### src/hdl/rtp_pkg.sv
// Shared constants and the arctangent table of the polar converter.
package rtp_pkg;

	// Defaults of the top-level parameters
	localparam int COORD_WIDTH_DEF  = 16;
	localparam int FRAC_BITS_DEF    = 8;
	localparam int CORDIC_STEPS_DEF = 18;

	// Angle accumulator: degrees with 16 fraction bits
	localparam int ANG_FRAC       = 16;
	localparam int Z_W            = 27;
	localparam int ATAN_W         = 22;
	localparam int ANGLE_INT_BITS = 9;
	localparam int HALF_TURN_DEG  = 180;
	localparam int FULL_TURN_DEG  = 360;
	localparam int DEG180         = HALF_TURN_DEG << ANG_FRAC;
	localparam int DEG360         = FULL_TURN_DEG << ANG_FRAC;

	// Rotation datapath: coordinates scaled up, with headroom for CORDIC gain
	localparam int GUARD_SHIFT = 24;
	localparam int GROWTH_BITS = 3;

	// atan(2^-i) in degrees, 16 fraction bits
	function automatic logic [ATAN_W-1:0] atan_deg(input int idx);
		logic [ATAN_W-1:0] r;
		case (idx)
			0:  r = ATAN_W'(2949120);
			1:  r = ATAN_W'(1740967);
			2:  r = ATAN_W'(919879);
			3:  r = ATAN_W'(466945);
			4:  r = ATAN_W'(234379);
			5:  r = ATAN_W'(117304);
			6:  r = ATAN_W'(58666);
			7:  r = ATAN_W'(29335);
			8:  r = ATAN_W'(14668);
			9:  r = ATAN_W'(7334);
			10: r = ATAN_W'(3667);
			11: r = ATAN_W'(1833);
			12: r = ATAN_W'(917);
			13: r = ATAN_W'(458);
			14: r = ATAN_W'(229);
			15: r = ATAN_W'(115);
			16: r = ATAN_W'(57);
			17: r = ATAN_W'(29);
			18: r = ATAN_W'(14);
			19: r = ATAN_W'(7);
			20: r = ATAN_W'(4);
			21: r = ATAN_W'(2);
			22: r = ATAN_W'(1);
			default: r = '0;
		endcase
		return r;
	endfunction

endpackage

### src/hdl/rtp_front.sv
// Front end: absolute values, half-plane fold, squares and their sum.
module rtp_front #(
	parameter int COORD_WIDTH = rtp_pkg::COORD_WIDTH_DEF
) (
	input  logic                                  clk,
	input  logic                                  arst_n,
	input  logic                                  in_valid,
	output logic                                  in_ready,
	input  logic signed [COORD_WIDTH-1:0]         x_coord,
	input  logic signed [COORD_WIDTH-1:0]         y_coord,
	output logic                                  out_valid,
	input  logic                                  out_ready,
	output logic signed [COORD_WIDTH+rtp_pkg::GUARD_SHIFT+rtp_pkg::GROWTH_BITS-1:0] cx_out,
	output logic signed [COORD_WIDTH+rtp_pkg::GUARD_SHIFT+rtp_pkg::GROWTH_BITS-1:0] cy_out,
	output logic signed [rtp_pkg::Z_W-1:0]        z_out,
	output logic        [2*COORD_WIDTH-1:0]       rem_out
);
	localparam int W  = COORD_WIDTH;
	localparam int DW = COORD_WIDTH + rtp_pkg::GUARD_SHIFT + rtp_pkg::GROWTH_BITS;
	localparam int ZW = rtp_pkg::Z_W;

	logic en1, en2, en3;
	logic valid_s1, valid_s2, valid_s3;

	logic                 x_neg;
	logic [W-1:0]         ax_n, ay_n;
	logic signed [DW-1:0] xe, ye, cx_n, cy_n;
	logic [2*W-1:0]       sqx_n, sqy_n;

	logic [W-1:0]         ax_s1, ay_s1;
	logic signed [DW-1:0] cx_s1, cy_s1, cx_s2, cy_s2, cx_s3, cy_s3;
	logic signed [ZW-1:0] z_s1, z_s2, z_s3;
	logic [2*W-1:0]       sqx_s2, sqy_s2, rem_s3;

	// per-stage ready: a stage loads when empty or when its successor moves
	assign en3      = !valid_s3 || out_ready;
	assign en2      = !valid_s2 || en3;
	assign en1      = !valid_s1 || en2;
	assign in_ready = en1;

	// stage 1: magnitudes of the coordinates, fold left half plane onto right
	always_comb begin
		x_neg = x_coord[W-1];
		ax_n  = x_coord[W-1] ? (~x_coord + W'(1)) : x_coord;
		ay_n  = y_coord[W-1] ? (~y_coord + W'(1)) : y_coord;
		xe    = DW'(x_coord);
		ye    = DW'(y_coord);
		cx_n  = (x_neg ? -xe : xe) <<< rtp_pkg::GUARD_SHIFT;
		cy_n  = (x_neg ? -ye : ye) <<< rtp_pkg::GUARD_SHIFT;
	end

	// stage 2: squares
	assign sqx_n = (2*W)'(ax_s1) * (2*W)'(ax_s1);
	assign sqy_n = (2*W)'(ay_s1) * (2*W)'(ay_s1);

	always_ff @(posedge clk or negedge arst_n) begin
		if (!arst_n) begin
			valid_s1 <= 1'b0;
			valid_s2 <= 1'b0;
			valid_s3 <= 1'b0;
		end else begin
			if (en1) valid_s1 <= in_valid;
			if (en2) valid_s2 <= valid_s1;
			if (en3) valid_s3 <= valid_s2;
		end
	end

	always_ff @(posedge clk) begin
		if (en1) begin
			ax_s1 <= ax_n;
			ay_s1 <= ay_n;
			cx_s1 <= cx_n;
			cy_s1 <= cy_n;
			z_s1  <= x_neg ? ZW'(rtp_pkg::DEG180) : '0;
		end
		if (en2) begin
			sqx_s2 <= sqx_n;
			sqy_s2 <= sqy_n;
			cx_s2  <= cx_s1;
			cy_s2  <= cy_s1;
			z_s2   <= z_s1;
		end
		// stage 3: sum of squares seeds the root extraction
		if (en3) begin
			rem_s3 <= sqx_s2 + sqy_s2;
			cx_s3  <= cx_s2;
			cy_s3  <= cy_s2;
			z_s3   <= z_s2;
		end
	end

	assign out_valid = valid_s3;
	assign cx_out    = cx_s3;
	assign cy_out    = cy_s3;
	assign z_out     = z_s3;
	assign rem_out   = rem_s3;
endmodule

### config.mk
export PLATFORM = sky130hd
export DESIGN_NAME = rtp_front
export DESIGN_NICKNAME = d
export VERILOG_FILES = /design/src/hdl/rtp_pkg.sv /design/src/hdl/rtp_front.sv
export SDC_FILE = /design/constraint.sdc
export NUM_CORES = 1
export LEC_CHECK = 0
export ABC_AREA = 1
export BUFFER_PORTS_ARGS = -buffer_cell sky130_fd_sc_hd__buf_2
export CAP_MARGIN = 40
export CORE_ASPECT_RATIO = 0.7
export CORE_MARGIN = 2
export CORE_UTILIZATION = 55
export CTS_CLUSTER_DIAMETER = 60
export CTS_CLUSTER_SIZE = 25
export DETAILED_ROUTE_END_ITERATION = 12
export GPL_ROUTABILITY_DRIVEN = 0
export PLACE_DENSITY_LB_ADDON = 0.12
export SLEW_MARGIN = 20
export SYNTH_ARGS = -nofsm -noshare
export SYNTH_HDL_FRONTEND = slang
export SYNTH_SLANG_ARGS = --single-unit
### constraint.sdc
create_clock -name clk -period 13.5 [get_ports clk]
set_input_delay 0.675 -clock clk [delete_from_list [all_inputs] [get_ports clk]]
set_output_delay 0.675 -clock clk [all_outputs]
set_load 0.02 [all_outputs]
Word level (Yosys, flattened, before mapping)
Cells that the tools add are included.

Register bits: 326. Output and inout port bits: 147.

Multipliers: 2. Add/subtract/negate cells: 5. Reduce and logical (&&, ||, !) cells: 6. Bitwise operators: 2. Mux-type cells: 5.

Operator list (number): multiplier 16 x 16 -> 32 bit (2); 2-to-1 mux 15 bit (3); negator 16 -> 19 bit (2); adder 16 x 2 -> 16 bit (second input constant) (2); adder 32 bit (1); inverter 16 bit (2); 2-to-1 mux 24 bit (1); 2-to-1 mux 19 bit (1); zero test 1 bit (3); logical OR 1 bit (3).

Logic depth before layout (Yosys ltp)
Depth after elaboration: 4. Mapped depth: 27. Gate-level depth less buffers: 25.

Worst setup path after synthesis
Ideal clock, no wire load.

Path kind: flip-flop to flip-flop. Start point: register ax_s1[8]. End point: register sqx_s2[31], data pin. Buffers on the path: 2. Setup slack: 7.963 ns. Stages on the path, launching flop included: 24. Library setup time: 0.252 ns. Arrival: 5.285 ns. Cells stage by stage: edfxtp_1 > clkbuf_1 > clkbuf_1 > nand2_1 > fa_1 > inv_1 > fa_1 > inv_1 > fa_1 > inv_1 > fa_1 > fa_1 > inv_1 > fa_1 > inv_1 > ha_1 > nand2_1 > inv_1 > a21oi_1 > nand3_1 > nand2_1 > nand2_1 > nand2_1 > nand2_1.

Word-level cells in the longest chain between the ends: 1.

RTL lines: start: declaration (line rtp_front.sv:30) `logic [W-1:0] ax_s1, ay_s1;`; start signal: assignment (line rtp_front.sv:70) `ax_s1 <= ax_n;`; multiplier 16 x 16 -> 32 bit (line rtp_front.sv:53) `assign sqx_n = (2*W)'(ax_s1) * (2*W)'(ax_s1);`; net sqx_n[31] (line rtp_front.sv:28) `logic [2*W-1:0] sqx_n, sqy_n;`; end signal: assignment (line rtp_front.sv:77) `sqx_s2 <= sqx_n;`; end: declaration (line rtp_front.sv:33) `logic [2*W-1:0] sqx_s2, sqy_s2, rem_s3;`.

The timed path passes the listed nets, and every way through them passes these cells. A chain may end at the register's enable or synchronous reset.

Worst setup path after layout
Start point: register ax_s1[10]. End point: register sqx_s2[30], data pin.

The elaborated chain is that of the path after synthesis.

==> results.md <==
- Yosys top cell by area: edfxtp_1
- F_max: about 160 MHz
- Area Growth Syn to Fin: 6.922%
- First DRT Iteration DRCs: 1683
- Die W: 266.5 µm
- Full die area: about 50000 µm²
- First-pass detailed-route iteration total: 8
- Main synth FF type: edfxtp_1
- H-tree Lvls: 1
- Crit path launch type: flip-flop
- Post-synthesis cell type count: 38
- Design Area, Final: ~28000 µm²
- EDFF count, synth: roughly 220
- Hold crit path type: input pin to flip-flop
- Crit. End Element: flip-flop
- Critical path's top delay family: adder cells
- Post-synth top cells: nand2_1, inv_1, fa_1
- Grt ovf: 0
- RSZ-0062 raised after global routing: no
- WS Path Type: flip-flop to flip-flop
- Synthesis-stage register bit count: ~230
- Clock sink count: ~230
- Top cell type's share of synthesized area: 25.35%
- Largest net degree at the start of global routing: 64
- Via/cell ratio: a little over 5
- Post-Syn Area: approximately 27000 µm²
- Vias in the first global route: between 15000 and 20000
- Crit-path cells: nand2_1, fa_1, fa_1, inv_1, fa_1, fa_1, fa_1, inv_1, fa_1, inv_1, ha_1, nand2_1, inv_1, a21oi_1, nand3_1, nand2_1, nand2_1, nand2_1, nand2_1
- Final Cycle Share: 45.54%
- Synthesized area per cell: roughly 8.3 µm²
- Post-route ant nets: 0
- Core region area: approximately 48000 µm²
- Crit-path max cell delay: approximately 910 ps
- Initial Utilization: 55.54%
- I/O pins: about 180
- CTS max path bufs: 3
- Critical Path RT: about 14000 ps
- Met1 WL: 30210 µm
- Max-cap violations: 0
- Yosys warns: 0
- Max layer used: met4
- Worst Path Max Fanout: 17
- Worst hold slack: approximately 290 ps
- Most common cell in the netlist: nand2_1
- Port Buffers: between 100 and 150
- Area contributors post-synth: edfxtp_1, fa_1, nand2_1
- Total placed instance area: approximately 27000 µm²
- WL met2: around 26000 µm
- Arr. time, crit path: approximately 6500 ps
- Worst-Margin Slew: about 880 ps
- Rows: 67
- Run status: finished, final reports clean
- Layout Skew: between 20 and 30 ps
- Die height: roughly 190 µm
- Tmin final: around 6000 ps
- Setup TNS: 0 ps
- Gr usage total: a little over a quarter
- Final-report hold violation count: 0
- Clk pin slew, worst setup/hold paths: about 90 ps
- Post-synthesis sequential area ratio: about a quarter
- DR vias: roughly 20000
- CTS buffer count: 24
- Max-slew headroom: a little over 40%
- Drt total wl: ~64000 µm
- Share of cells above drive strength 1: between 6 and 7%
- Worst skew pair latency: roughly 580 ps
- WL/cell: 16.28 µm
- Routed met3 length: about 6800 µm
- Slew Limit Fails: 0
- Final setup vio count: 0
- Post-Syn Instances: roughly 3200
- Nets: approximately 3900
- Ys async rst share: approximately 1.3%
- Root buffer cell: clkbuf_16
- First-pass GRT wire length: around 100000 µm
- Hpwl dp: about 52000 µm
- Post-CTS setup buffer count: 0
- CTS tree: built
- Slowest stage cell, crit path: edfxtp_1
- Buf/Inv on CP: 4
- Initial antenna violation count: 1
- DRC Markers: 0
## worst paths after layout
path	startpoint	to	slack [ps]	depth (start not counted)
setup / recovery	ax_s1[10]	sqx_s2[30]	7350	19
hold / removal	in_valid	valid_s1	290	3
setup reg to reg	ax_s1[10]	sqx_s2[30]	7350	19
hold reg to reg	cy_s2[42]	cy_out[42]	420	0
max in group asynchronous	arst_n	valid_s2	12970	2
min in group asynchronous	arst_n	valid_s1	420	2
## what timing repair did
item | 4_1_cts | 5_1_grt
hold endpoints to repair | 3 | 0
resized for setup | 0 | 0
hold buffers | 1 | 0
## state kept, by name (all words and copies together) (netlist names)
name,flops
cy_s1,18
cx_s1,4
cy_s2,18
valid_s1,1
sqx_s2,31
ax_s1,15
sqy_s2,31
z_out,1
valid_s2,1
cx_out,19
z_s1,1
rem_out,32
out_valid,1
z_s2,1
ay_s1,16
cy_out,19
cx_s2,18
## routing by layer
metal  vias up  track usage, %
met5         -               0
met4         0           3.630
met3        60           7.485
met2       796           38.41
met1      9476           40.12
li1       9499               -
## layout by cell type (no fill, tap or decap), types with 5 or more instances in the layout
cell type  instances
nand2_1          874
inv_1            855
fa_1             324
ha_1             232
edfxtp_1         224
nor2_1           148
buf_2            111
nand3_1          100
conb_1            74
xor2_1            73
a21oi_1           60
o21ai_0           34
clkbuf_16         25
nand4_1           21
o21bai_1          16
nor3_1            14
xnor2_1           12
nand2_2           11
buf_4             11
nor2_2            10
nand3_2            6
inv_2              6
or2_2              5
## through the flow
stage | std cells | setup WS (ps) | utilization [%]
global route | 3917 | 6989 | 59.37
detailed placement | 3871 | 7439 | 57.39
global placement | 3871 | 7513 | 57.39
finish | 3918 | 7353 | 59.38
CTS | 3916 | 7379 | 59.32
floorplan | 3270 | 7963 | -
## area by class of cell
cell class                      instances  area, µm²
Antenna cell                            1      2.502
Clock buffer                           27      633.1
Clock inverter                         17      279.0
Fill cell                            4242      19410
Inverter                              862       3238
Multi-Input combinational cell       2039      15970
Sequential cell                       227       6802
Tap cell                              621      777.0
Timing Repair Buffer                  124      675.6
## logic make-up (layout without fill, tap and decap cells)
group | count (synthesis) | count (layout) | synth area share (%)
other cells | 1 | 75 | 0.01413
compound gates | 121 | 121 | 2.537
xor+xnor | 85 | 85 | 2.805
buf+inv | 1004 | 1030 | 15.27
flops | 227 | 227 | 25.63
simple gates | 1203 | 1203 | 18.36
fa+ha+maj | 556 | 556 | 35.38
## worst register-to-register path, stage by stage (launching register included)
cell and delay, ps:
edfxtp_1 910, nand2_1 220, fa_1 580, fa_1 520, inv_1 60, fa_1 520, fa_1 450, fa_1 560
inv_1 60, fa_1 530, inv_1 40, ha_1 360, nand2_1 150, inv_1 70, a21oi_1 270, nand3_1 260
nand2_1 160, nand2_1 70, nand2_1 60, nand2_1 50
Power is not shown: default switching activity piles up to over one toggle a cycle in this logic, so the estimate is an artifact.
