<file path="src/hdl/rtp_pkg.sv">
// Shared constants and the arctangent table of the polar converter.
package rtp_pkg;

	// Defaults of the top-level parameters
	localparam int COORD_WIDTH_DEF  = 16;
	localparam int FRAC_BITS_DEF    = 8;
	localparam int CORDIC_STEPS_DEF = 18;

	// Angle accumulator: degrees with 16 fraction bits
	localparam int ANG_FRAC       = 16;
	localparam int Z_W            = 27;
	localparam int ATAN_W         = 22;
	localparam int ANGLE_INT_BITS = 9;
	localparam int HALF_TURN_DEG  = 180;
	localparam int FULL_TURN_DEG  = 360;
	localparam int DEG180         = HALF_TURN_DEG << ANG_FRAC;
	localparam int DEG360         = FULL_TURN_DEG << ANG_FRAC;

	// Rotation datapath: coordinates scaled up, with headroom for CORDIC gain
	localparam int GUARD_SHIFT = 24;
	localparam int GROWTH_BITS = 3;

	// atan(2^-i) in degrees, 16 fraction bits
	function automatic logic [ATAN_W-1:0] atan_deg(input int idx);
		logic [ATAN_W-1:0] r;
		case (idx)
			0:  r = ATAN_W'(2949120);
			1:  r = ATAN_W'(1740967);
			2:  r = ATAN_W'(919879);
			3:  r = ATAN_W'(466945);
			4:  r = ATAN_W'(234379);
			5:  r = ATAN_W'(117304);
			6:  r = ATAN_W'(58666);
			7:  r = ATAN_W'(29335);
			8:  r = ATAN_W'(14668);
			9:  r = ATAN_W'(7334);
			10: r = ATAN_W'(3667);
			11: r = ATAN_W'(1833);
			12: r = ATAN_W'(917);
			13: r = ATAN_W'(458);
			14: r = ATAN_W'(229);
			15: r = ATAN_W'(115);
			16: r = ATAN_W'(57);
			17: r = ATAN_W'(29);
			18: r = ATAN_W'(14);
			19: r = ATAN_W'(7);
			20: r = ATAN_W'(4);
			21: r = ATAN_W'(2);
			22: r = ATAN_W'(1);
			default: r = '0;
		endcase
		return r;
	endfunction

endpackage

</file>
<file path="src/hdl/rtp_back.sv">
// Back end: rounding of the root and of the angle, wrap of a full turn.
module rtp_back #(
	parameter int COORD_WIDTH = rtp_pkg::COORD_WIDTH_DEF,
	parameter int FRAC_BITS   = rtp_pkg::FRAC_BITS_DEF
) (
	input  logic                                          clk,
	input  logic                                          arst_n,
	input  logic                                          in_valid,
	output logic                                          in_ready,
	input  logic signed [rtp_pkg::Z_W-1:0]                z_in,
	input  logic        [2*COORD_WIDTH-1:0]               rem_in,
	input  logic        [COORD_WIDTH-1:0]                 root_in,
	output logic                                          out_valid,
	input  logic                                          out_ready,
	output logic [COORD_WIDTH-1:0]                        magnitude,
	output logic [rtp_pkg::ANGLE_INT_BITS+FRAC_BITS-1:0]  angle_deg
);
	localparam int W    = COORD_WIDTH;
	localparam int ZW   = rtp_pkg::Z_W;
	localparam int SH   = rtp_pkg::ANG_FRAC - FRAC_BITS;
	localparam int HALF = (SH > 0) ? (1 << (SH - 1)) : 0;
	localparam int TW   = ZW - SH;
	localparam int AW   = rtp_pkg::ANGLE_INT_BITS + FRAC_BITS;
	localparam logic [TW-1:0] FULL = TW'(rtp_pkg::FULL_TURN_DEG << FRAC_BITS);

	logic en1, en2;
	logic valid_s1, valid_s2;

	logic [ZW-1:0] zadj_n, zadj_s1;
	logic [W:0]    mag_sum;
	logic [W-1:0]  mag_s1, mag_s2;
	logic [TW-1:0] turn, wrapped;
	logic [AW-1:0] angle_s2;

	assign en2      = !valid_s2 || out_ready;
	assign en1      = !valid_s1 || en2;
	assign in_ready = en1;

	// stage 1: bring negative angles into range, add half an output LSB;
	// round the root up when the remainder exceeds it
	always_comb begin
		zadj_n  = z_in + (z_in[ZW-1] ? ZW'(rtp_pkg::DEG360) : '0) + ZW'(HALF);
		mag_sum = {1'b0, root_in} + (W+1)'(rem_in > (2*W)'(root_in));
	end

	// stage 2: drop fraction bits, a rounded full turn reads as zero
	always_comb begin
		turn    = zadj_s1[ZW-1:SH];
		wrapped = (turn >= FULL) ? (turn - FULL) : turn;
	end

	always_ff @(posedge clk or negedge arst_n) begin
		if (!arst_n) begin
			valid_s1 <= 1'b0;
			valid_s2 <= 1'b0;
		end else begin
			if (en1) valid_s1 <= in_valid;
			if (en2) valid_s2 <= valid_s1;
		end
	end

	always_ff @(posedge clk) begin
		if (en1) begin
			zadj_s1 <= zadj_n;
			mag_s1  <= mag_sum[W-1:0];
		end
		if (en2) begin
			angle_s2 <= wrapped[AW-1:0];
			mag_s2   <= mag_s1;
		end
	end

	assign out_valid = valid_s2;
	assign magnitude = mag_s2;
	assign angle_deg = angle_s2;
endmodule

</file>
<file path="config.mk">
export PLATFORM = sky130hd
export DESIGN_NAME = rtp_back
export DESIGN_NICKNAME = d
export VERILOG_FILES = /design/src/hdl/rtp_pkg.sv /design/src/hdl/rtp_back.sv
export SDC_FILE = /design/constraint.sdc
export NUM_CORES = 1
export LEC_CHECK = 0
export ABC_AREA = 1
export BUFFER_PORTS_ARGS = -buffer_cell sky130_fd_sc_hd__buf_4
export CAP_MARGIN = 5
export CORE_MARGIN = 2
export CORE_UTILIZATION = 46
export CTS_CLUSTER_DIAMETER = 80
export CTS_CLUSTER_SIZE = 20
export DETAILED_ROUTE_END_ITERATION = 16
export PLACE_DENSITY = 0.73
export SLEW_MARGIN = 0
export SYNTH_ARGS = -nofsm -noshare
export SYNTH_HDL_FRONTEND = slang
export SYNTH_SLANG_ARGS = --single-unit
</file>
<file path="constraint.sdc">
create_clock -name clk -period 2.2 [get_ports clk]
set_input_delay 0.11 -clock clk [delete_from_list [all_inputs] [get_ports clk]]
set_output_delay 0.11 -clock clk [all_outputs]
set_load 0.02 [all_outputs]
</file>
Yosys cells after proc, flatten, opt, wreduce, memory -nomap -nowiden
Index checks and enable logic that the tools add are counted.
{"block": "word_totals", "output_inout_bits": 35, "in_bits": 79, "ff_bits": 78}
{"block": "op_classes", "order_cmp": 2, "muxes": 2, "n_addsub": 4, "n_reduce_logical": 4}
{"operator": "> comparator 32 x 16 -> 1 bit", "count": 1}
{"operator": "adder 27 x 25 -> 27 bit", "count": 1}
{"operator": "adder 27 x 8 -> 27 bit (second input constant)", "count": 1}
{"operator": "2-to-1 mux 25 bit", "count": 1}
{"operator": ">= comparator 19 x 17 -> 1 bit (second input constant)", "count": 1}
{"operator": "2-to-1 mux 17 bit", "count": 1}
{"operator": "subtractor 17 bit (second input constant)", "count": 1}
{"operator": "adder 16 x 1 -> 16 bit", "count": 1}
{"operator": "zero test 1 bit", "count": 2}
{"operator": "logical OR 1 bit", "count": 2}

Depth between registers and ports, before layout
{"block": "logic_depth", "ltp_word": 3, "mapped_depth": 20}

Worst setup path after synthesis
No wires, ideal clock.
{"block": "synth_timing", "kind": "register -> register", "from": "reg valid_s2 (netlist: out_valid)", "to": "reg mag_s1[0] (enable)", "required_ns": 1.548, "path_stages_with_launch": 2, "t_arrival_ns": 1.465, "slack_ns": 0.083, "n_path_buf": 0, "setup_ns": 0.652, "path_cell_list": "dfrtp_1 nand3_1"}
{"block": "synth_via", "elab_chain_len": 3}
{"element": "start: declaration", "line": "rtp_back.sv:27", "text": "logic valid_s1, valid_s2;"}
{"element": "start signal: assignment", "line": "rtp_back.sv:58", "text": "if (en2) valid_s2 <= valid_s1;"}
{"element": "zero test 1 bit", "line": "rtp_back.sv:35", "text": "assign en2 = !valid_s2 || out_ready;"}
{"element": "logical OR 1 bit", "line": "rtp_back.sv:35"}
{"element": "logical OR 1 bit", "line": "rtp_back.sv:36", "text": "assign en1 = !valid_s1 || en2;"}
{"element": "net in_ready", "line": "rtp_back.sv:9", "text": "output logic in_ready,"}
{"element": "end signal: assignment", "line": "rtp_back.sv:65", "text": "mag_s1 <= mag_sum[W-1:0];"}
{"element": "end: declaration", "line": "rtp_back.sv:31", "text": "logic [W-1:0] mag_s1, mag_s2;"}
The timed path passes the listed nets, and every way through them passes these cells.
A chain may end at the register's enable or synchronous reset.

Worst setup path after layout
{"block": "layout_timing", "from": "in root_in[11]", "to": "reg mag_s1[12], data pin"}
{"block": "layout_via", "elab_chain_len": 2}
{"element": "start: declaration", "line": "rtp_back.sv:12", "text": "input logic [COORD_WIDTH-1:0] root_in,"}
{"element": "> comparator 32 x 16 -> 1 bit", "line": "rtp_back.sv:43", "text": "mag_sum = {1'b0, root_in} + (W+1)'(rem_in > (2*W)'(root_in));"}
{"element": "adder 16 x 1 -> 16 bit (*)", "line": "rtp_back.sv:43"}
{"element": "net mag_sum[12]", "line": "rtp_back.sv:30", "text": "logic [W:0] mag_sum;"}
The timed path passes the listed nets; every way through them passes the cells marked *.

==> results.sh <==
export IMPL_status="complete, no violations"
export IMPL_ys_ff_latch=70
export IMPL_avgSynthCellArea_um2=10.6
export IMPL_ys_warn_count=0
export IMPL_worst_pin_slew_ns=0.452
export IMPL_grt_busiest_layer="met2"
export IMPL_critical_path_peak_fanout=3
export IMPL_dr_pass1_iters=4
export IMPL_finClkSkew_ns=0.00818
export IMPL_clock_latency_ns=0.34
export IMPL_p_sw_mw=0.902
export IMPL_post_cts_setup_buffers=0
export IMPL_vias=2924
export IMPL_slew_violations=0
export IMPL_gr_usage_met3_pct=3.29
export IMPL_p_int_mw=2.50
export IMPL_use_met2_pct=33.2
export IMPL_fmax_mhz=506
export IMPL_cts_made_buffers=9
export IMPL_end_kind="flip-flop"
export IMPL_grtUsageMet1_pct=24.4
export IMPL_dieArea_um2=8810
export IMPL_finalSetupViolations=0
export IMPL_dpl_cell_area_um2=4900
export IMPL_start_util_pct=47.8
export IMPL_reg2reg_from="zadj_s1[19]$_DFFE_PP_"
export IMPL_grt_use_total_pct=19.5
export IMPL_tritoncts="yes"
export IMPL_hpwl_um=6400
export IMPL_leakagePower_nw=2.40
export IMPL_path_class="primary input to flip-flop"
export IMPL_cts_root_buf="clkbuf_8"
export IMPL_path_clk_slew_ns=0.07
export IMPL_reg2reg_depth=7
export IMPL_grt_pass1_wl_um=13300
export IMPL_min_period_over_period_pct=89.8
export IMPL_grt_setup_unrepaired="false"
export IMPL_hold_ws_ns=0.0817
export IMPL_ys_types=25
export IMPL_numClockSinks=70
export IMPL_area_growth_pct=37.4
export IMPL_grt_max_degree=38
export IMPL_die_x_um=93.9
export IMPL_ant_nets=0
export IMPL_r2r_end="angle_deg[11]$_DFFE_PP_"
export IMPL_startpoint="root_in[11]"
export IMPL_grt_pass1_vias=2924
export IMPL_yosysTopAreaCellShare_pct=54.9
export IMPL_critical_path_required_ns=2.38
export IMPL_grt_overflow=0
export IMPL_cap_violations=0
export IMPL_peakVddDrop_v=0.000516
export IMPL_clock_power_share_pct=28.6
export IMPL_io_pins=114
export IMPL_synth_cells=352
export IMPL_min_period_ns=1.98
export IMPL_pre_cts_ws_ns=-0.158
export IMPL_fp_coreArea_um2=7770
export IMPL_num_antenna_cells=0
export IMPL_wl_per_cell_um=13.0
export IMPL_setup_tns_ns=0
export IMPL_layout_common_cells="140 x buf_4, 78 x nand2_1, 68 x edfxtp_1, 43 x inv_1, 28 x nor2_1"
export IMPL_r2r_slack_ns=0.57
export IMPL_endpoint="mag_s1[12]$_DFFE_PP_"
export IMPL_slew_headroom_pct=69.9
export IMPL_synthTopCellsByArea="edfxtp_1 55%, ha_1 8.1%, nand2_1 7.9%"
export IMPL_yosysSeqAreaShare_pct=56.3
export IMPL_final_cell_area_um2=5110
export IMPL_antenna_found_initial=0
export IMPL_layout_commonest_cell="buf_4"
export IMPL_drc=0
export IMPL_pwr_share_seq_pct=50.2
export IMPL_swShare_pct=26.5
export IMPL_min_path_type="primary input to flip-flop"
export IMPL_routabilityCongestion=0.880
export IMPL_yosys_area_top_type="edfxtp_1"
export IMPL_drt_vias_per_instance=4.78
export IMPL_crit_path_start_kind="primary input"
export IMPL_power_density_nw_per_um2=667
export IMPL_fp_dieH_um=93.9
export IMPL_clk_path_buf_depth=2
export IMPL_drtIter0Drc=93
export IMPL_routed_wl_um=7970
export IMPL_synth_nets=455
export IMPL_cp_arrival_ns=2.15
export IMPL_final_nets=608
export IMPL_finalHoldViolations=0
export IMPL_syn_area_um2=3720
export IMPL_drive_gt1_share_pct=33.9
export IMPL_power_frac_comb_pct=21.2
export IMPL_rows=32
export IMPL_fin_ws_ns=0.224
export IMPL_io_buffers=106
export IMPL_cts_htree_levels=3
[worst max-delay path, stage by stage]
cell     delay [ns]
buf_4          0.09
inv_1          0.04
ha_1           0.31
nand4_1        0.13
nor3_2         0.15
nand2_1        0.08
nand2_1        0.05
nand2_1        0.05
nand2_1        0.06
ha_1           0.19
ha_1           0.19
nand2_1        0.09
nor2_2         0.15
nand4_2        0.15
nor2_2         0.13
xor2_1         0.19
[layout make-up]
class	count	area, um^2
multi-input cells	237	1470
clock buffers	12	135
fillers	613	2660
inverters	45	169
well taps	102	128
repair buffers	142	1070
clock inverters	4	47.5
flip-flops and latches	70	2090
[per-stage QoR]
step	utilization [%]	std cells	power, mW
after global placement	63.1	594	2.44
after CTS	65.7	612	3.43
final	65.8	612	3.40
after floorplan	-	352	2.10
after global routing	65.8	612	3.58
after detailed placement	63.1	594	2.46
[cells in the mapped netlist]
library cell,number
nor3_1,8
ha_1,24
inv_2,2
edfxtp_1,68
nand4_2,1
dfrtp_1,2
inv_1,43
nand3_2,3
nand2_2,2
nor2_2,3
nor4_1,4
o21bai_1,2
nand3_1,21
a21oi_1,8
xnor2_1,5
nor2_4,3
a21o_1,1
nor2_1,28
nand3b_2,1
nand2_1,78
o21ai_0,4
a31oi_2,1
xor2_1,27
nand4_1,10
nor3_2,3
[kinds of logic after synthesis]
family	after synthesis	synth area share (%)
compound gates	16	2.56
xor+xnor	32	7.54
fa+ha+maj	24	8.08
buf+inv	45	4.55
flops	70	56.3
simple gates	165	21.0
[power groups by stage]
| stage | registers [mW] | logic [mW] | clock network, mW |
|---|---|---|---|
| 6_report | 1.71 | 0.723 | 0.972 |
| 5_1_grt | 1.72 | 0.802 | 1.05 |
| 4_1_cts | 1.71 | 0.729 | 0.991 |
| 3_5_place_dp | 1.74 | 0.721 | 0 |
| 3_3_place_gp | 1.73 | 0.704 | 0 |
| 2_1_floorplan | 1.83 | 0.268 | 0 |
[per-layer routing]
layer,up-vias,part of all wire [%]
li1,1501,-
met1,1319,43
met2,89,50
met3,15,4.1
met4,0,2.7
met5,-,0
[what timing repair did]
item	CTS	global route
gates resized for setup	0	1
hold buffers	2	0
endpoints found under the hold margin	3	0
setup endpoints to repair	0	1
[registers in the layout (all words and copies together) (netlist names)]
register,count
zadj_s1,19
magnitude,16
mag_s1,16
valid_s1,1
out_valid,1
angle_deg,17
[worst min path at each step]
stage | from | end | slack, ns | cells after the start
6_report | z_in[11] | zadj_s1[11]$_DFFE_PP_ | 0.08 | 2
5_1_grt | arst_n | out_valid$_DFFE_PN0P_ | 0.09 | 2
3_5_place_dp | arst_n | out_valid$_DFFE_PN0P_ | -0.11 | 1
4_1_cts | z_in[11] | zadj_s1[11]$_DFFE_PP_ | 0.08 | 2
3_3_place_gp | arst_n | out_valid$_DFFE_PN0P_ | -0.11 | 1
2_1_floorplan | arst_n | out_valid$_DFFE_PN0P_ | -0.19 | 0
Note: power is estimated with default switching activity, not from simulation.
