## src/hdl/rtp_pkg.sv

```systemverilog
// Shared constants and the arctangent table of the polar converter.
package rtp_pkg;

	// Defaults of the top-level parameters
	localparam int COORD_WIDTH_DEF  = 16;
	localparam int FRAC_BITS_DEF    = 8;
	localparam int CORDIC_STEPS_DEF = 18;

	// Angle accumulator: degrees with 16 fraction bits
	localparam int ANG_FRAC       = 16;
	localparam int Z_W            = 27;
	localparam int ATAN_W         = 22;
	localparam int ANGLE_INT_BITS = 9;
	localparam int HALF_TURN_DEG  = 180;
	localparam int FULL_TURN_DEG  = 360;
	localparam int DEG180         = HALF_TURN_DEG << ANG_FRAC;
	localparam int DEG360         = FULL_TURN_DEG << ANG_FRAC;

	// Rotation datapath: coordinates scaled up, with headroom for CORDIC gain
	localparam int GUARD_SHIFT = 24;
	localparam int GROWTH_BITS = 3;

	// atan(2^-i) in degrees, 16 fraction bits
	function automatic logic [ATAN_W-1:0] atan_deg(input int idx);
		logic [ATAN_W-1:0] r;
		case (idx)
			0:  r = ATAN_W'(2949120);
			1:  r = ATAN_W'(1740967);
			2:  r = ATAN_W'(919879);
			3:  r = ATAN_W'(466945);
			4:  r = ATAN_W'(234379);
			5:  r = ATAN_W'(117304);
			6:  r = ATAN_W'(58666);
			7:  r = ATAN_W'(29335);
			8:  r = ATAN_W'(14668);
			9:  r = ATAN_W'(7334);
			10: r = ATAN_W'(3667);
			11: r = ATAN_W'(1833);
			12: r = ATAN_W'(917);
			13: r = ATAN_W'(458);
			14: r = ATAN_W'(229);
			15: r = ATAN_W'(115);
			16: r = ATAN_W'(57);
			17: r = ATAN_W'(29);
			18: r = ATAN_W'(14);
			19: r = ATAN_W'(7);
			20: r = ATAN_W'(4);
			21: r = ATAN_W'(2);
			22: r = ATAN_W'(1);
			default: r = '0;
		endcase
		return r;
	endfunction

endpackage

```

## src/hdl/rtp_iter_stage.sv

```systemverilog
// One pipeline stage: a vectoring micro-rotation and one square-root digit, each where its index is in range.
module rtp_iter_stage #(
	parameter int COORD_WIDTH  = rtp_pkg::COORD_WIDTH_DEF,
	parameter int CORDIC_STEPS = rtp_pkg::CORDIC_STEPS_DEF,
	parameter int INDEX        = 0
) (
	input  logic                                  clk,
	input  logic                                  arst_n,
	input  logic                                  in_valid,
	output logic                                  in_ready,
	input  logic signed [COORD_WIDTH+rtp_pkg::GUARD_SHIFT+rtp_pkg::GROWTH_BITS-1:0] cx_in,
	input  logic signed [COORD_WIDTH+rtp_pkg::GUARD_SHIFT+rtp_pkg::GROWTH_BITS-1:0] cy_in,
	input  logic signed [rtp_pkg::Z_W-1:0]        z_in,
	input  logic        [2*COORD_WIDTH-1:0]       rem_in,
	input  logic        [COORD_WIDTH-1:0]         root_in,
	output logic                                  out_valid,
	input  logic                                  out_ready,
	output logic signed [COORD_WIDTH+rtp_pkg::GUARD_SHIFT+rtp_pkg::GROWTH_BITS-1:0] cx_out,
	output logic signed [COORD_WIDTH+rtp_pkg::GUARD_SHIFT+rtp_pkg::GROWTH_BITS-1:0] cy_out,
	output logic signed [rtp_pkg::Z_W-1:0]        z_out,
	output logic        [2*COORD_WIDTH-1:0]       rem_out,
	output logic        [COORD_WIDTH-1:0]         root_out
);
	localparam int W       = COORD_WIDTH;
	localparam int DW      = COORD_WIDTH + rtp_pkg::GUARD_SHIFT + rtp_pkg::GROWTH_BITS;
	localparam int ZW      = rtp_pkg::Z_W;
	localparam bit DO_ROT  = (INDEX < CORDIC_STEPS);
	localparam bit DO_SQRT = (INDEX < COORD_WIDTH);
	localparam int SQ_BIT  = DO_SQRT ? (COORD_WIDTH - 1 - INDEX) : 0;
	localparam logic signed [ZW-1:0] ATAN_STEP = ZW'(rtp_pkg::atan_deg(INDEX));

	logic                 en;
	logic                 valid_s1;
	logic signed [DW-1:0] cx_n, cy_n, cx_s1, cy_s1;
	logic signed [ZW-1:0] z_n, z_s1;
	logic [2*W-1:0]       trial, rem_n, rem_s1;
	logic                 take;
	logic [W-1:0]         root_n, root_s1;

	assign en       = !valid_s1 || out_ready;
	assign in_ready = en;

	// micro-rotation toward the x axis; a point already on the axis passes
	always_comb begin
		cx_n = cx_in;
		cy_n = cy_in;
		z_n  = z_in;
		if (DO_ROT && (cy_in != '0)) begin
			if (!cy_in[DW-1]) begin
				cx_n = cx_in + (cy_in >>> INDEX);
				cy_n = cy_in - (cx_in >>> INDEX);
				z_n  = z_in + ATAN_STEP;
			end else begin
				cx_n = cx_in - (cy_in >>> INDEX);
				cy_n = cy_in + (cx_in >>> INDEX);
				z_n  = z_in - ATAN_STEP;
			end
		end
	end

	// restoring square root: try setting root bit SQ_BIT
	always_comb begin
		trial  = ((2*W)'(root_in) << (SQ_BIT + 1)) | ((2*W)'(1) << (2 * SQ_BIT));
		take   = DO_SQRT && (rem_in >= trial);
		rem_n  = take ? (rem_in - trial) : rem_in;
		root_n = take ? (root_in | (W'(1) << SQ_BIT)) : root_in;
	end

	always_ff @(posedge clk or negedge arst_n) begin
		if (!arst_n) begin
			valid_s1 <= 1'b0;
		end else if (en) begin
			valid_s1 <= in_valid;
		end
	end

	always_ff @(posedge clk) begin
		if (en) begin
			cx_s1   <= cx_n;
			cy_s1   <= cy_n;
			z_s1    <= z_n;
			rem_s1  <= rem_n;
			root_s1 <= root_n;
		end
	end

	assign out_valid = valid_s1;
	assign cx_out    = cx_s1;
	assign cy_out    = cy_s1;
	assign z_out     = z_s1;
	assign rem_out   = rem_s1;
	assign root_out  = root_s1;
endmodule

```

## config.mk

```make
export PLATFORM = sky130hd
export DESIGN_NAME = rtp_iter_stage
export DESIGN_NICKNAME = d
export VERILOG_FILES = /design/src/hdl/rtp_pkg.sv /design/src/hdl/rtp_iter_stage.sv
export SDC_FILE = /design/constraint.sdc
export NUM_CORES = 1
export LEC_CHECK = 0
export BUFFER_PORTS_ARGS = -buffer_cell sky130_fd_sc_hd__buf_2
export CAP_MARGIN = 0
export CORE_MARGIN = 4
export CORE_UTILIZATION = 60
export DETAILED_ROUTE_END_ITERATION = 10
export GPL_ROUTABILITY_DRIVEN = 1
export PLACE_DENSITY = 0.85
export SLEW_MARGIN = 20
export SYNTH_ARGS = -nofsm -noshare
export SYNTH_HDL_FRONTEND = slang
export SYNTH_SLANG_ARGS = --single-unit
```

## constraint.sdc

```tcl
create_clock -name clk -period 13.5 [get_ports clk]
set_input_delay 0.675 -clock clk [delete_from_list [all_inputs] [get_ports clk]]
set_output_delay 0.675 -clock clk [all_outputs]
set_load 0.05 [all_outputs]
```

## After elaboration in Yosys (flattened, before gate mapping)

Index checks and enable logic that the tools add are counted.

| word-level totals | value |
|---|---|
| bits in latches | 0 |
| RAM bits | 0 |
| memories kept | 0 |
| output and inout port bits | 163 |
| register bits after elaboration | 162 |
| bits in read-only memories | 0 |
| bits of input ports | 165 |
| word-level logic and storage cells | 24 |

| cells by class | value |
|---|---|
| $mul | 0 |
| shift-type cells | 0 |
| muxes and demuxes | 7 |
| add/subtract/negate cells | 6 |
| divide/modulo/power cells | 0 |
| eq/ne operators | 0 |
| bitwise logic cells | 0 |
| magnitude comparators | 1 |
| reduce and logical (&&, ||, !) cells | 3 |

Operator list:

| operator | number |
|---|---|
| 43-bit two-way mux | 4 |
| 43-bit subtractor | 2 |
| 27-bit two-way mux | 2 |
| 43-bit adder | 1 |
| 43-bit nonzero test | 1 |
| 32-bit >= comparator | 1 |
| 32-bit two-way mux | 1 |
| 32-bit subtractor | 1 |
| 27-bit by 23-bit adder with 27-bit output (second input constant) | 1 |
| 27-bit by 23-bit subtractor with 27-bit output (second input constant) | 1 |
| 1-bit zero test | 1 |
| 1-bit logical OR | 1 |

## Depth between registers and ports, before layout

| logic depth | value |
|---|---|
| depth in word-level cells | 3 |
| gate-level depth with buffers | 14 |

## Worst setup path before layout

OpenSTA, ideal clock, no wires.

| path | value |
|---|---|
| path kind | in2out |
| from | input port out_ready |
| to | output port in_ready |
| stages on the path | 1 |
| slack | 7.911 ns |
| data arrival time | 4.914 ns |
| path through | nand2b_1 |

| between the ends | value |
|---|---|
| word-level cells in the longest chain between the ends | 1 |

RTL lines:

| what | line | source |
|---|---|---|
| start, declared | rtp_iter_stage.sv:17 | `input logic out_ready,` |
| 1-bit logical OR | rtp_iter_stage.sv:40 | `assign en = !valid_s1 \|\| out_ready;` |
| end, declared | rtp_iter_stage.sv:10 | `output logic in_ready,` |

No other way between the ends.

## Worst setup path after layout

| path | value |
|---|---|
| from | input port cx_in[6] (netlist bit) |
| to | register cx_s1[31] (netlist: cx_out[31]) (data pin) |

| between the ends | value |
|---|---|
| word-level cells in the longest chain between the ends | 3 |
| elaborated cells between the ends (all ways) | 4 |
| those cells by class | add/sub (2); mux (2) |

RTL lines:

| what | line | source |
|---|---|---|
| start, declared | rtp_iter_stage.sv:11 | `input logic signed [COORD_WIDTH+rtp_pkg::GUARD_SHIFT+rtp_pkg::GROWTH_BITS-1:0] cx_in,` |
| 43-bit adder or 43-bit subtractor (tied branches) | rtp_iter_stage.sv:50, rtp_iter_stage.sv:54 |  |
| 43-bit two-way mux * | rtp_iter_stage.sv:49 | `if (!cy_in[DW-1]) begin` |
| 43-bit two-way mux * | rtp_iter_stage.sv:48 | `if (DO_ROT && (cy_in != '0)) begin` |
| net cx_n[31] | rtp_iter_stage.sv:34 | `logic signed [DW-1:0] cx_n, cy_n, cx_s1, cy_s1;` |
| end signal, assigned | rtp_iter_stage.sv:79 | `cx_s1 <= cx_n;` |
| end, declared | rtp_iter_stage.sv:34 |  |

The timed path passes the listed nets; every way through them passes the cells marked *.
A chain may end at the register's enable or synchronous reset.

==> impl_metrics.py <==
metrics = {
    "status": {
        "outcome": "finished, final reports clean",
    },
    "critical_path": {
        "path_max_fanout": 12,
        "reg2regPathDepth": 3,
        "regToRegEndpoint": "cy_out[14]$_DFFE_PP_",
        "slowest_stage": "a211oi_1",
        "required_ps": 13660,
        "start_kind": "input port",
        "cp_common_cell": "a211oi_1",
        "crit_chain": "buf_2 > inv_1 > ha_1 > nor2b_1 > nor2_1 > o31ai_1 > a211oi_1 > o211ai_2 > a31o_2 > a211oi_1 > o211ai_1 > nand3_1 > o221ai_1",
        "timing.rr.start": "out_valid$_DFFE_PN0P_",
        "crit_arrival_ps": 4300,
        "cpPeakStageDelay_ps": 670,
        "worstSetupPathType": "in -> reg",
        "rrSetupSlack_ps": 11090,
        "cp-end-kind": "register",
    },
    "detailed_routing": {
        "first_iter_violations": 1636,
        "wl_met3_um": 5050,
        "wl_um": 53000,
        "highest_layer": "met4",
        "drc": 0,
        "wire_per_inst_um": 22.8,
        "drt_pass1_iterations": 9,
        "vias": 14839,
        "drt-met1-wl_um": 20500,
        "via_per_inst": 6.37,
        "ant_nets": 0,
        "met2_length_um": 24800,
    },
    "layout": {
        "nets": 2305,
        "n_fill_cell": 1913,
        "layout-drive-gt1-share_pct": 20.9,
        "synthToLayoutAreaGrowth_pct": 16.0,
        "final-seq-area_um2": 4860,
        "multi_input_area_um2": 9010,
        "final_area_um2": 17200,
    },
    "min_path": {
        "hold_start": "z_in[11]",
        "worstHoldEndpoint": "z_out[11]$_DFFE_PP_",
        "worstHoldPathCells": 1,
        "min_path_type": "in -> reg",
    },
    "timing": {
        "whs_ps": 399,
        "fin_crit_ps": 4140,
        "fin_skew_ps": 10.5,
        "setup_viol": 0,
        "setup_ws_ps": 9360,
        "finalMaxSlewViolations": 0,
        "worst_pin_slew_ps": 1000,
        "max_freq_mhz": 242,
        "hold_viol": 0,
        "period_share_pct": 30.7,
        "slew_headroom_pct": 32.5,
        "timing.setup.tns_ps": 0,
        "rsz0062_at_grt": "false",
    },
    "power_and_ir_drop": {
        "power.leakage_nw": 7.71,
        "p_switching_w": 0.000910,
        "p_int_w": 0.00114,
        "power_density_nw_per_um2": 119,
        "p_comb_share_pct": 43.0,
        "power_w": 0.00206,
        "vdd_drop_max_v": 0.0000919,
        "pwr-share-clk_pct": 24.4,
        "swShare_pct": 44.3,
        "power_frac_seq_pct": 32.6,
    },
    "floorplan": {
        "die_h_um": 165,
        "fp.coreArea_um2": 24300,
        "die_area_um2": 27300,
        "num_io_pins": 328,
        "core.rowCount": 57,
        "initial_core_util_pct": 61.0,
        "die_w_um": 165,
    },
    "global_routing": {
        "grt_pass1_vias": 14361,
        "grt_first_pass_wirelength_um": 79700,
        "antenna_found_initial": 6,
        "overflow": 0,
        "grt_util_all_layers_pct": 37.6,
        "grt_max_degree": 70,
    },
    "synthesis": {
        "synth.most_common_cell": "a21oi_1",
        "ys_ff_latch": 162,
        "netlist.area_leader.share_pct": 32.6,
        "synth_cells": 1708,
        "ys_warn_count": 0,
        "synth-edff-count": 161,
        "synth_common_cells": "195 x a21oi_1, 168 x nor2_1, 161 x edfxtp_1",
        "synth_flop_cell": "edfxtp_1",
        "ys_seq_area_share_pct": 32.8,
        "ys_types": 91,
        "async_flop_share_pct": 0.617,
        "synth.net_count": 2028,
        "syn_area_um2": 14800,
        "syn_avg_cell_area_um2": 8.69,
        "synthTopCellsByArea": "edfxtp_1 33%, ha_1 13%, a21oi_1 6.6%",
        "synth_top_area_cell": "edfxtp_1",
    },
    "place": {
        "pre_cts_ws_ps": 9030,
        "dpl_cell_area_um2": 16600,
        "gp_congestion": 1.08,
        "io_buffers": 327,
        "dp_hpwl_um": 41400,
    },
    "clock_network": {
        "cts_tree": "built",
        "clk_latency_ps": 450,
        "htree_levels": 4,
        "clock_sinks": 162,
        "clock_path_buffers": 2,
        "root_buffer": "clkbuf_16",
        "path_clk_slew_ps": 80,
        "numCtsBuffers": 17,
    },
    "run": {
        "drv_cap": 0,
    },
}
==> metrics by stage <==
| stage | cells | util [%] |
|---|---|---|
| floorplan | 1708 | - |
| global placement | 2289 | 68.3 |
| detailed placement | 2289 | 68.3 |
| CTS | 2322 | 70.7 |
| global route | 2328 | 70.8 |
| finish | 2328 | 70.8 |
==> state kept, by name (all words and copies together) (netlist names) <==
| signal | cells |
|---|---|
| cy_out | 43 |
| out_valid | 1 |
| z_out | 27 |
| cx_out | 43 |
| rem_out | 32 |
| root_out | 16 |
==> power by group through the flow <==
stage                     clock network (W)  logic, W  registers, W
after floorplan                           0  0.000377      0.000938
after global placement                    0  0.000853      0.000677
after detailed placement                  0  0.000864      0.000679
after CTS                          0.000503  0.000869      0.000669
after global routing               0.000526  0.000937      0.000675
final                              0.000502  0.000884      0.000669
==> worst max path at each step <==
| stage | end | slack, ps | depth (start not counted) | startpoint |
|---|---|---|---|---|
| 3_5_place_dp | cx_out[31]$_DFFE_PP_ | 9030 | 13 | cx_in[6] |
| 3_3_place_gp | cx_out[31]$_DFFE_PP_ | 9170 | 13 | cx_in[6] |
| 2_1_floorplan | in_ready | 7910 | 1 | out_ready |
| 5_1_grt | cx_out[31]$_DFFE_PP_ | 9240 | 13 | cx_in[6] |
| 4_1_cts | cx_out[31]$_DFFE_PP_ | 9500 | 13 | cx_in[6] |
| 6_report | cx_out[31]$_DFFE_PP_ | 9360 | 13 | cx_in[6] |
==> routing by layer <==
| metal | track usage, % | vias to the layer above |
|---|---|---|
| li1 | - | 6725 |
| met1 | 48.1 | 6983 |
| met2 | 61.7 | 972 |
| met3 | 6.16 | 159 |
| met4 | 19.2 | 0 |
| met5 | 0 | - |
==> worst max-delay path, delay by kind of cell <==
family / cells / cell delay [ps]
compound gates: 7 / 2270
simple gates: 3 / 590
fa+ha+maj: 1 / 580
buf+inv: 2 / 180
==> what timing repair did <==
action,CTS,global route
setup buffers,0,0
gates resized for setup,0,0
endpoints found under the hold margin,1,0
hold buffers,1,0
==> layout make-up <==
type / instances / share of cell area [%]
Inverter: 163 / 3.56
Multi-Input combinational cell: 1303 / 52.3
Antenna cell: 6 / 0.0872
Clock buffer: 17 / 2.47
Clock inverter: 15 / 0.938
Tap cell: 324 / 2.35
Timing Repair Buffer: 338 / 10.0
Sequential cell: 162 / 28.2
==> cell families (layout without fill, tap and decap cells) <==
kind of cell | Yosys count | in the layout | synth area share (%)
AOI/OAI and AO/OA | 561 | 561 | 24.5
and+or+nand+nor | 456 | 456 | 14.7
buffers and inverters | 243 | 533 | 6.59
DFF | 162 | 162 | 32.8
adders and majority gates | 155 | 155 | 13.3
xor gates and xnor gates | 92 | 92 | 5.43
muxes | 39 | 39 | 2.75
other | 0 | 6 | 0
==> cells in the final DEF, fill, tap and decap left out, drive strengths merged, types with 30 or more instances in the layout <==
master and count:
buf 337, a21oi 195, nor2 170, inv 169
edfxtp 161, ha 150, o21ai 114, nand2 107
xnor2 84, o21bai 41, a21o 38, nand3 30
Power figures use the tool's default switching activity.
